## config.mk

```make
export PLATFORM = sky130hd
export DESIGN_NAME = morse_character_keyer_core
export DESIGN_NICKNAME = d
export VERILOG_FILES = /design/src/sv/mck_pkg.sv /design/src/sv/mck_ctrl.sv /design/src/sv/mck_datapath.sv /design/src/sv/morse_character_keyer_core.sv
export VERILOG_INCLUDE_DIRS = /design/src /design/src/sv
export SDC_FILE = /design/constraint.sdc
export NUM_CORES = 1
export LEC_CHECK = 0
export BUFFER_PORTS_ARGS = -buffer_cell sky130_fd_sc_hd__buf_2
export CORE_MARGIN = 8
export CORE_UTILIZATION = 24
export CTS_BUF_LIST = sky130_fd_sc_hd__clkbuf_8
export CTS_CLUSTER_DIAMETER = 80
export CTS_CLUSTER_SIZE = 30
export DETAILED_ROUTE_END_ITERATION = 10
export PLACE_DENSITY = 0.48
export SYNTH_ARGS = -nofsm -noshare
export SYNTH_HDL_FRONTEND = slang
export SYNTH_HIERARCHICAL = 1
export SYNTH_SLANG_ARGS = --single-unit
```

## constraint.sdc

```tcl
create_clock -name clk -period 8.9 [get_ports clk]
set_clock_uncertainty 0.05 [all_clocks]
set_input_delay 0.89 -clock clk [delete_from_list [all_inputs] [get_ports clk]]
set_output_delay 0.89 -clock clk [all_outputs]
set_load 0.02 [all_outputs]
```

## src/sv/morse_character_keyer_core_assert.svh

```systemverilog
`ifndef MORSE_CHARACTER_KEYER_CORE_ASSERT_SVH
`define MORSE_CHARACTER_KEYER_CORE_ASSERT_SVH

// Same-cycle implication, checked outside reset.
`define MCK_ASSERT_NOW(label, ante, cons, msg) \
  label: assert property (@(posedge clk) disable iff (rst) (ante) |-> (cons)) \
    else $error(msg);

// Next-cycle implication, checked outside reset.
`define MCK_ASSERT_NEXT(label, ante, cons, msg) \
  label: assert property (@(posedge clk) disable iff (rst) (ante) |=> (cons)) \
    else $error(msg);

`endif

```

## src/sv/mck_pkg.sv

```systemverilog
`timescale 1ns / 1ps
package mck_pkg;

  localparam int unsigned ADDR_W = 5;
  localparam int unsigned DATA_W = 32;
  localparam int unsigned LEN_W  = 4;

  localparam logic [2:0] REG_DOT        = 3'd0;
  localparam logic [2:0] REG_DASH       = 3'd1;
  localparam logic [2:0] REG_SYMBOL_GAP = 3'd2;
  localparam logic [2:0] REG_LETTER_GAP = 3'd3;
  localparam logic [2:0] REG_WORD_GAP   = 3'd4;

  typedef enum logic [1:0] {
    CHAR_NONE,
    CHAR_SYMBOLS,
    CHAR_SPACE
  } char_kind_t;

  typedef enum logic [1:0] {
    SEG_MARK,
    SEG_SYMBOL_GAP,
    SEG_LETTER_GAP,
    SEG_WORD_GAP
  } seg_kind_t;

  typedef struct packed {
    logic      load;
    logic      shift;
    logic      emit;
    seg_kind_t seg;
  } ctrl_cmd_t;

  typedef struct packed {
    char_kind_t kind;
    logic       last_sym;
  } dp_status_t;

  typedef struct packed {
    char_kind_t kind;
    logic [4:0] bits;
    logic [2:0] count;
  } char_code_t;

  localparam logic [3:0] LETTER_BITS [0:25] = '{
    4'd2, 4'd1, 4'd5, 4'd1, 4'd0, 4'd4, 4'd3, 4'd0, 4'd0, 4'd14, 4'd5, 4'd2, 4'd3,
    4'd1, 4'd7, 4'd6, 4'd11, 4'd2, 4'd0, 4'd1, 4'd4, 4'd8, 4'd6, 4'd9, 4'd13, 4'd3
  };

  localparam logic [2:0] LETTER_LEN [0:25] = '{
    3'd2, 3'd4, 3'd4, 3'd3, 3'd1, 3'd4, 3'd3, 3'd4, 3'd2, 3'd4, 3'd3, 3'd4, 3'd2,
    3'd2, 3'd3, 3'd4, 3'd4, 3'd3, 3'd3, 3'd1, 3'd3, 3'd4, 3'd3, 3'd4, 3'd4, 3'd4
  };

  localparam logic [4:0] DIGIT_BITS [0:9] = '{
    5'd31, 5'd30, 5'd28, 5'd24, 5'd16, 5'd0, 5'd1, 5'd3, 5'd7, 5'd15
  };

  function automatic char_code_t decode_char(input logic [7:0] c);
    char_code_t r;
    logic [7:0] off;
    r.kind  = CHAR_NONE;
    r.bits  = '0;
    r.count = '0;
    off     = '0;
    if (c >= 8'h61 && c <= 8'h7a) begin
      off     = c - 8'h61;
      r.kind  = CHAR_SYMBOLS;
      r.bits  = {1'b0, LETTER_BITS[off[4:0]]};
      r.count = LETTER_LEN[off[4:0]];
    end else if (c >= 8'h41 && c <= 8'h5a) begin
      off     = c - 8'h41;
      r.kind  = CHAR_SYMBOLS;
      r.bits  = {1'b0, LETTER_BITS[off[4:0]]};
      r.count = LETTER_LEN[off[4:0]];
    end else if (c >= 8'h30 && c <= 8'h39) begin
      off     = c - 8'h30;
      r.kind  = CHAR_SYMBOLS;
      r.bits  = DIGIT_BITS[off[3:0]];
      r.count = 3'd5;
    end else if (c == 8'h20) begin
      r.kind = CHAR_SPACE;
    end
    return r;
  endfunction

endpackage

```

## src/sv/mck_ctrl.sv

```systemverilog
`timescale 1ns / 1ps
module mck_ctrl (
  input  logic                   clk,
  input  logic                   rst,
  input  logic                   start,
  input  mck_pkg::dp_status_t    status,
  output mck_pkg::ctrl_cmd_t     cmd,
  output logic                   busy
);
  import mck_pkg::*;

  typedef enum logic [2:0] {
    ST_IDLE,
    ST_SYM_ON,
    ST_SYM_GAP,
    ST_LETTER_GAP,
    ST_WORD_GAP
  } state_t;

  state_t    state;
  state_t    state_next;
  logic      emit;
  seg_kind_t seg;

  always_comb begin
    state_next = state;
    unique case (state)
      ST_IDLE: begin
        if (start) begin
          case (status.kind)
            CHAR_SYMBOLS: state_next = ST_SYM_ON;
            CHAR_SPACE:   state_next = ST_WORD_GAP;
            default:      state_next = ST_IDLE;
          endcase
        end
      end
      ST_SYM_ON:  state_next = ST_SYM_GAP;
      ST_SYM_GAP: state_next = status.last_sym ? ST_LETTER_GAP : ST_SYM_ON;
      ST_LETTER_GAP, ST_WORD_GAP: state_next = ST_IDLE;
      default: state_next = ST_IDLE;
    endcase
  end

  always_ff @(posedge clk) begin
    if (rst) begin
      state <= ST_IDLE;
      emit  <= 1'b0;
      seg   <= SEG_MARK;
    end else begin
      state <= state_next;
      emit  <= (state_next != ST_IDLE);
      unique case (state_next)
        ST_SYM_ON:     seg <= SEG_MARK;
        ST_SYM_GAP:    seg <= SEG_SYMBOL_GAP;
        ST_LETTER_GAP: seg <= SEG_LETTER_GAP;
        ST_WORD_GAP:   seg <= SEG_WORD_GAP;
        default:       seg <= SEG_MARK;
      endcase
    end
  end

  assign cmd.load  = (state == ST_IDLE) && start;
  assign cmd.shift = (state == ST_SYM_GAP);
  assign cmd.emit  = emit;
  assign cmd.seg   = seg;
  assign busy      = (state != ST_IDLE);

`include "morse_character_keyer_core_assert.svh"

  `MCK_ASSERT_NOW(a_emit_tracks_state, 1'b1, emit == (state != ST_IDLE), "strobe out of step with state")
  `MCK_ASSERT_NEXT(a_mark_then_gap, state == ST_SYM_ON, state == ST_SYM_GAP, "mark not followed by gap")
  `MCK_ASSERT_NEXT(a_last_sym_closes, (state == ST_SYM_GAP) && status.last_sym, state == ST_LETTER_GAP, "letter gap missed")
  `MCK_ASSERT_NEXT(a_end_to_idle, (state == ST_LETTER_GAP) || (state == ST_WORD_GAP), state == ST_IDLE, "character did not end")

endmodule

```

## src/sv/mck_datapath.sv

```systemverilog
`timescale 1ns / 1ps
module mck_datapath (
  input  logic                          clk,
  input  logic                          rst,
  input  mck_pkg::ctrl_cmd_t            cmd,
  input  logic [7:0]                    char_code,
  output mck_pkg::dp_status_t           status,
  input  logic                          psel,
  input  logic                          penable,
  input  logic                          pwrite,
  input  logic [mck_pkg::ADDR_W-1:0]    paddr,
  input  logic [mck_pkg::DATA_W-1:0]    pwdata,
  output logic [mck_pkg::DATA_W-1:0]    prdata,
  output logic                          strobe,
  output logic                          key_on,
  output logic [mck_pkg::LEN_W-1:0]     length_units,
  output logic                          last_segment
);
  import mck_pkg::*;

  logic [LEN_W-1:0] dot_units;
  logic [LEN_W-1:0] dash_units;
  logic [LEN_W-1:0] symbol_gap_units;
  logic [LEN_W-1:0] letter_gap_units;
  logic [LEN_W-1:0] word_gap_units;
  logic [4:0]       sym_bits;
  logic [2:0]       sym_count;
  logic             wr_en;
  logic [2:0]       reg_idx;
  char_code_t       code;

  assign wr_en   = psel && penable && pwrite;
  assign reg_idx = paddr[ADDR_W-1:2];
  assign code    = decode_char(char_code);

  always_ff @(posedge clk) begin
    if (rst) begin
      dot_units        <= 4'd1;
      dash_units       <= 4'd3;
      symbol_gap_units <= 4'd1;
      letter_gap_units <= 4'd3;
      word_gap_units   <= 4'd7;
    end else if (wr_en) begin
      case (reg_idx)
        REG_DOT:        dot_units        <= pwdata[LEN_W-1:0];
        REG_DASH:       dash_units       <= pwdata[LEN_W-1:0];
        REG_SYMBOL_GAP: symbol_gap_units <= pwdata[LEN_W-1:0];
        REG_LETTER_GAP: letter_gap_units <= pwdata[LEN_W-1:0];
        REG_WORD_GAP:   word_gap_units   <= pwdata[LEN_W-1:0];
        default: ;
      endcase
    end
  end

  always_comb begin
    prdata = '0;
    unique case (reg_idx)
      REG_DOT:        prdata[LEN_W-1:0] = dot_units;
      REG_DASH:       prdata[LEN_W-1:0] = dash_units;
      REG_SYMBOL_GAP: prdata[LEN_W-1:0] = symbol_gap_units;
      REG_LETTER_GAP: prdata[LEN_W-1:0] = letter_gap_units;
      REG_WORD_GAP:   prdata[LEN_W-1:0] = word_gap_units;
      default:        prdata = '0;
    endcase
  end

  always_ff @(posedge clk) begin
    if (cmd.load) begin
      sym_bits  <= code.bits;
      sym_count <= code.count;
    end else if (cmd.shift) begin
      sym_bits  <= {1'b0, sym_bits[4:1]};
      sym_count <= sym_count - 3'd1;
    end
  end

  assign status.kind     = code.kind;
  assign status.last_sym = (sym_count == 3'd1);

  always_comb begin
    case (cmd.seg)
      SEG_MARK:       length_units = sym_bits[0] ? dash_units : dot_units;
      SEG_SYMBOL_GAP: length_units = symbol_gap_units;
      SEG_LETTER_GAP: length_units = letter_gap_units;
      default:        length_units = word_gap_units;
    endcase
  end

  assign strobe       = cmd.emit;
  assign key_on       = (cmd.seg == SEG_MARK);
  assign last_segment = (cmd.seg == SEG_LETTER_GAP) || (cmd.seg == SEG_WORD_GAP);

endmodule

```

## src/sv/morse_character_keyer_core.sv

```systemverilog
`timescale 1ns / 1ps
// A character is taken when start is high and busy is low, and its Morse keying
// leaves as one segment word per clock, each shown for exactly one cycle with
// strobe high; the receiver cannot stall, so it must take every word as it
// comes. A letter or digit of n symbols gives 2n+1 words in consecutive
// cycles (at most 11 for a digit), starting the cycle after acceptance, and a
// space gives one word; busy is high exactly while words are being sent, so the
// next character can be taken in the cycle after the last word. A character
// that is not recognized gives no words and busy never rises. The words come
// from the sequencer, which steps through one segment per clock.
module morse_character_keyer_core (
  input  logic                          clk,
  input  logic                          rst,
  input  logic                          start,
  output logic                          busy,
  input  logic [7:0]                    char_code,
  output logic                          strobe,
  output logic                          key_on,
  output logic [mck_pkg::LEN_W-1:0]     length_units,
  output logic                          last_segment,
  input  logic                          psel,
  input  logic                          penable,
  input  logic                          pwrite,
  input  logic [mck_pkg::ADDR_W-1:0]    paddr,
  input  logic [mck_pkg::DATA_W-1:0]    pwdata,
  output logic [mck_pkg::DATA_W-1:0]    prdata,
  output logic                          pready
);
  import mck_pkg::*;

  ctrl_cmd_t  cmd;
  dp_status_t status;

  assign pready = 1'b1;

  mck_ctrl u_ctrl (
    .clk    (clk),
    .rst    (rst),
    .start  (start),
    .status (status),
    .cmd    (cmd),
    .busy   (busy)
  );

  mck_datapath u_datapath (
    .clk          (clk),
    .rst          (rst),
    .cmd          (cmd),
    .char_code    (char_code),
    .status       (status),
    .psel         (psel),
    .penable      (penable),
    .pwrite       (pwrite),
    .paddr        (paddr),
    .pwdata       (pwdata),
    .prdata       (prdata),
    .strobe       (strobe),
    .key_on       (key_on),
    .length_units (length_units),
    .last_segment (last_segment)
  );

endmodule
```

==> flow_metrics.tcl, run 1 <==
set metrics [dict create \
    ant_nets 0 \
    route.detailed.drc 0 \
    rsz0062_at_grt "false" \
    async_reset_ff_share_pct 0 \
    die_w_um 122 \
    synth_most_common_cell "nor2_1" \
    fin_util_pct 26.7 \
    grt_pass1_vias 2252 \
    comb_power_share_pct 23.3 \
    final-hold-violation-count 0 \
    yosys.area.top_type "dfxtp_1" \
    power.share.switching_pct 31.2 \
    reg2reg_to "u_datapath/sym_bits[1]" \
    port_buffers 32 \
    power_w 0.000376 \
    drt-initial-drc-count 226 \
    cts_buffers 5 \
    antennaDiodeCount 0 \
    peakVddDrop_v 0.0000516 \
    setup_viol 0 \
    min_to "u_datapath/dash_units[1]" \
    ff2ff_setup_slack_ns 6.59 \
    critPathKind "in -> reg" \
    p_per_area_mw_per_mm2 130 \
    drt-vias-per-instance 4.64 \
    grt_pass1_wl_um 10900 \
    num_io_pins 92 \
    netlist_area_mm2 0.00269 \
    crit_chain "buf_2 -> inv_1 -> ha_1 -> inv_1 -> ha_1 -> nand2b_1 -> a2111oi_0 -> a211oi_1 -> o211ai_1 -> o21ai_0" \
    relSlewSlack_pct 32.3 \
    grt-ovfl-total 0 \
    fin_setup_tns_ns 0 \
    synth_top_area_share_pct 19.4 \
    start_kind "input pin" \
    firstDrtPassIters 4 \
    post_cts_resized 0 \
    avgSynthCellArea_um2 8.58 \
    ys_top_cells_by_count "nor2_1 (34), buf_4 (31), dfxtp_1 (26)" \
    pwr-share-clk_pct 31.3 \
    r2r_start "u_ctrl/state[0]" \
    worstHoldPathCells 1 \
    grt_use_total_pct 8.87 \
    worst_setup_path_end_kind "register" \
    worst_slack_ns 4.98 \
    synth.distinct_cells 58 \
    synth-edff-count 8 \
    period_minus_slack_ns 3.92 \
    p_leak_nw 1.16 \
    hpwl_um 4890 \
    initial_core_util_pct 24.7 \
    cts_sinks 34 \
    coreArea_mm2 0.0109 \
    synthFlopType "dfxtp_1" \
    antenna_found_initial 1 \
    rows 38 \
    h-tree-depth 2 \
    wl_per_cell_um 13.8 \
    clock_path_buffers 2 \
    fillers 1195 \
    rr_worst_depth 5 \
    status "complete, no violations" \
    cap_viol_max_count 0 \
    slew_violations 0 \
    critPathRequiredTime_ns 8.85 \
    clk_pin_slew_worst_paths_ns 0.07 \
    pwr-share-seq_pct 45.4 \
    cts_setup_buffers 0 \
    seq_area_frac_synth_pct 28.3 \
    die_h_um 122 \
    fin_cells 470 \
    clkLatencyLatePin_ns 0.28 \
    yosys_warnings 6 \
    drt_wl_total_um 6460 \
    syn_to_final_growth_pct 8.11 \
    p_int_w 0.000259 \
    worst_pin_slew_ns 1.01 \
    holdCritStartpoint "u_datapath/dash_units[1]" \
    clock.fmax_mhz 255 \
    slowest_delay_ns 0.72 \
    dieArea_mm2 0.0148 \
    crit_fanout 17 \
    fin_crit_sh_pct 44.0 \
    place.gp.congestion 0.893 \
    root_buffer "clkbuf_8" \
    hp-class "reg -> reg" \
    nNetsFinal 389 \
    cts_tree "built" \
    synth_cells 313 \
    dp.cells 462 \
    yosys_register_bits 34 \
    drive_above_1_share_pct 19.1 \
    synth_top_cells_by_area "dfxtp_1 (19%), edfxtp_1 (8.9%), buf_4 (8.7%), mux2i_1 (6.0%), mux4_2 (5.9%)" \
    pre_cts_slack_ns 4.78 \
    ctsHoldBuffers 0 \
    cpMaxStageDelayCell "a2111oi_0" \
    cp.arrival_ns 3.86 \
    grt_max_degree 29 \
    vias 2181 \
    p_switching_w 0.000117 \
]
==> power by group through the flow <==
stage / Combinational, W / Clock, W / Sequential, W
finish: 0.0000875 / 0.000118 / 0.000171
global route: 0.0000971 / 0.000129 / 0.000172
CTS: 0.0000871 / 0.000123 / 0.000171
detailed placement: 0.0000869 / 0 / 0.000174
global placement: 0.0000867 / 0 / 0.000174
floorplan: 0.0000772 / 0 / 0.000173
==> cells in the final DEF, fill, tap and decap left out, types with 9 or more instances in the layout <==
cell / instances
nor2_1: 34
buf_2: 32
conb_1: 29
dfxtp_1: 26
inv_1: 17
mux2i_1: 16
nand2_1: 15
a21oi_1: 14
o21ai_0: 12
nor2b_1: 10
a211o_1: 10
ha_1: 9
==> state kept, by name (all words and copies together) (netlist names) <==
register                     flops
u_ctrl/state                     3
u_datapath/sym_count             3
u_ctrl/emit                      1
u_datapath/letter_gap_units      4
u_datapath/symbol_gap_units      4
u_datapath/word_gap_units        4
u_datapath/dot_units             4
u_ctrl/seg                       2
u_datapath/sym_bits              5
u_datapath/dash_units            4
==> cell type report <==
cell class / instances / area [um2] / area share, %
clock buffers: 6 / 82.6 / 2.84
clock inverters: 2 / 12.5 / 0.431
inverters: 17 / 63.8 / 2.20
multi-input cells: 239 / 1650 / 56.8
flip-flops and latches: 34 / 761 / 26.2
well taps: 140 / 175 / 6.03
repair buffers: 32 / 160 / 5.52
==> stage by stage <==
stage                     hold WS (ns)  instance area (um2)
after floorplan                  0.397                 2790
after global placement           0.421                 2810
after detailed placement         0.426                 2810
after global routing             0.479                 2900
final                            0.447                 2900
after CTS                        0.442                 2900
==> metal layers <==
layer	part of all wire (%)	track usage (%)	routed length [um]
met3	6.0	2.08	391
met2	44	14.1	2870
met4	1.7	3.47	111
met5	0.12	0	8
met1	48	11.4	3090
==> worst max-delay path, delay by kind of cell <==
kind | cells | cell delay [ns]
AOI/OAI and AO/OA | 4 | 1.24
adders and majority gates | 2 | 0.95
buffers and inverters | 3 | 0.54
and+or+nand+nor | 1 | 0.23
==> cell families (layout without fill, tap and decap cells) <==
logic type	after synthesis	count (layout)	share of synthesized area, %
XOR/XNOR	4	4	1.30
AND/OR/NAND/NOR	102	102	20.1
adder cells (fa/ha/maj)	9	9	4.19
flip-flops	34	34	28.3
multiplexers	29	29	14.4
other	2	29	0.280
buffers and inverters	67	57	14.1
AO/OA/AOI/OAI	66	66	17.3
==> worst max path at each step <==
stage | start | end | depth (start not counted)
floorplan | char_code[0] | u_datapath/sym_bits[2] | 11
global placement | char_code[0] | u_datapath/sym_count[1] | 10
detailed placement | char_code[0] | u_datapath/sym_count[1] | 10
CTS | char_code[0] | u_datapath/sym_count[1] | 10
global route | char_code[0] | u_datapath/sym_count[1] | 10
finish | char_code[0] | u_datapath/sym_count[1] | 10
Note: power is estimated with default switching activity, not from simulation.
==> inputs of run 2 (changes only) <==
clock period = 3.7 ns   (was 8.9 ns; I/O delays follow)
==> flow_metrics.tcl, run 2 (same netlist as run 1, synthesis figures left out) <==
set metrics [dict create \
    status "complete, no violations" \
    route.detailed.drc 0 \
    die_w_um 122 \
    holdCritStartpoint "pwdata[2]" \
    drt-vias-per-instance 4.67 \
    power_w 0.00105 \
    crit_fanout 17 \
    p_leak_nw 1.20 \
    vias 2214 \
    grt_use_total_pct 8.96 \
    critPathRequiredTime_ns 3.83 \
    die_h_um 122 \
    clock_path_buffers 2 \
    coreArea_mm2 0.0109 \
    min_to "u_datapath/word_gap_units[2]" \
    rows 38 \
    period_minus_slack_ns 2.74 \
    ff2ff_setup_slack_ns 1.91 \
    initial_core_util_pct 24.7 \
    worst_pin_slew_ns 1.07 \
    cts_tree "built" \
    drt-initial-drc-count 246 \
    h-tree-depth 2 \
    hpwl_um 4930 \
    rsz0062_at_grt "false" \
    top_register "u_datapath/sym_bits" \
    fin_setup_tns_ns 0 \
    peakVddDrop_v 0.000198 \
    clkLatencyLatePin_ns 0.28 \
    fin_util_pct 27.4 \
    post_cts_resized 0 \
    layout_common_cells "nor2_1 (34), buf_2 (32), conb_1 (29)" \
    r2r_start "u_ctrl/state[1]" \
    nNetsFinal 393 \
    multiInputGateArea_mm2 0.00165 \
    p_per_area_mw_per_mm2 353 \
    place.gp.congestion 0.888 \
    critPathKind "in -> reg" \
    cts_sinks 34 \
    ctsHoldBuffers 0 \
    firstDrtPassIters 4 \
    port_buffers 32 \
    drt_wl_total_um 6480 \
    syn_to_final_growth_pct 11.0 \
    clock.fmax_mhz 365 \
    antennaDiodeCount 0 \
    worst_setup_path_end_kind "register" \
    num_io_pins 92 \
    dieArea_mm2 0.0148 \
    antenna_found_initial 0 \
    cts_setup_buffers 0 \
    hp-class "in -> reg" \
    slew_violations 0 \
    cts_buffers 5 \
    fillers 1186 \
    regArea_um2 761 \
    final-hold-violation-count 0 \
    grt_max_degree 29 \
    rr_worst_depth 6 \
    wl_per_cell_um 13.7 \
    worstHoldPathCells 2 \
    cp.arrival_ns 2.87 \
    fin_crit_sh_pct 74.0 \
    grt_pass1_wl_um 11000 \
    ant_nets 0 \
    largest_reg_flops 5 \
    grt_pass1_vias 2218 \
    final_common_cell "nor2_1" \
    start_kind "input pin" \
    drive_above_1_share_pct 20.1 \
    setup_viol 0 \
    reg2reg_to "u_datapath/sym_bits[1]" \
    grt-ovfl-total 0 \
    root_buffer "clkbuf_8" \
    fin_cells 474 \
    relSlewSlack_pct 28.6 \
    dp.cells 466 \
    clk_pin_slew_worst_paths_ns 0.07 \
    cap_viol_max_count 0 \
]
[run 2: area by class of cell]
type / instances / area share (%)
Clock inverter: 2 / 2.02
Tap cell: 140 / 5.88
Multi-Input combinational cell: 239 / 55.3
Inverter: 17 / 2.14
Sequential cell: 34 / 25.5
Clock buffer: 6 / 2.77
Timing Repair Buffer: 36 / 6.38
[run 2: critical path: stages]
cell and delay [ns]:
buf_2 0.28, inv_1 0.20, ha_1 0.26, buf_4 0.18
or4b_1 0.18, nor2_1 0.05, nor3_1 0.61, or2_1 0.27
xor2_1 0.15, a211oi_1 0.10, a2111oi_2 0.22
[run 2: worst max-delay path by stage]
stage	depth (start not counted)	end	startpoint	slack [ns]
6_report	11	u_ctrl/emit	char_code[0]	0.96
3_5_place_dp	11	u_ctrl/emit	char_code[0]	0.68
2_1_floorplan	11	u_datapath/sym_bits[2]	char_code[0]	0.81
5_1_grt	11	u_ctrl/emit	char_code[0]	0.70
3_3_place_gp	11	u_ctrl/emit	char_code[0]	0.67
4_1_cts	11	u_ctrl/emit	char_code[0]	0.99
[run 2: routing by layer]
| metal | wire (um) | track usage [%] |
|---|---|---|
| met1 | 3040 | 11.8 |
| met2 | 2930 | 14.0 |
| met3 | 415 | 2.04 |
| met4 | 101 | 3.32 |
| met5 | 0 | 0 |
[run 2: power breakdown]
group	switching, W	internal, W	leakage (nW)
Sequential	0.0000108	0.000399	0.291
Combinational	0.000138	0.0000774	0.838
Clock	0.000139	0.000287	0.0714
Total	0.000287	0.000764	1.20
[run 2: through the flow]
step,area [um2],hold slack [ns],setup WS [ns]
floorplan,2790,0.390,0.806
global placement,2840,0.421,0.669
detailed placement,2840,0.432,0.684
CTS,2980,0.295,0.995
global route,2980,0.308,0.696
finish,2980,0.307,0.962
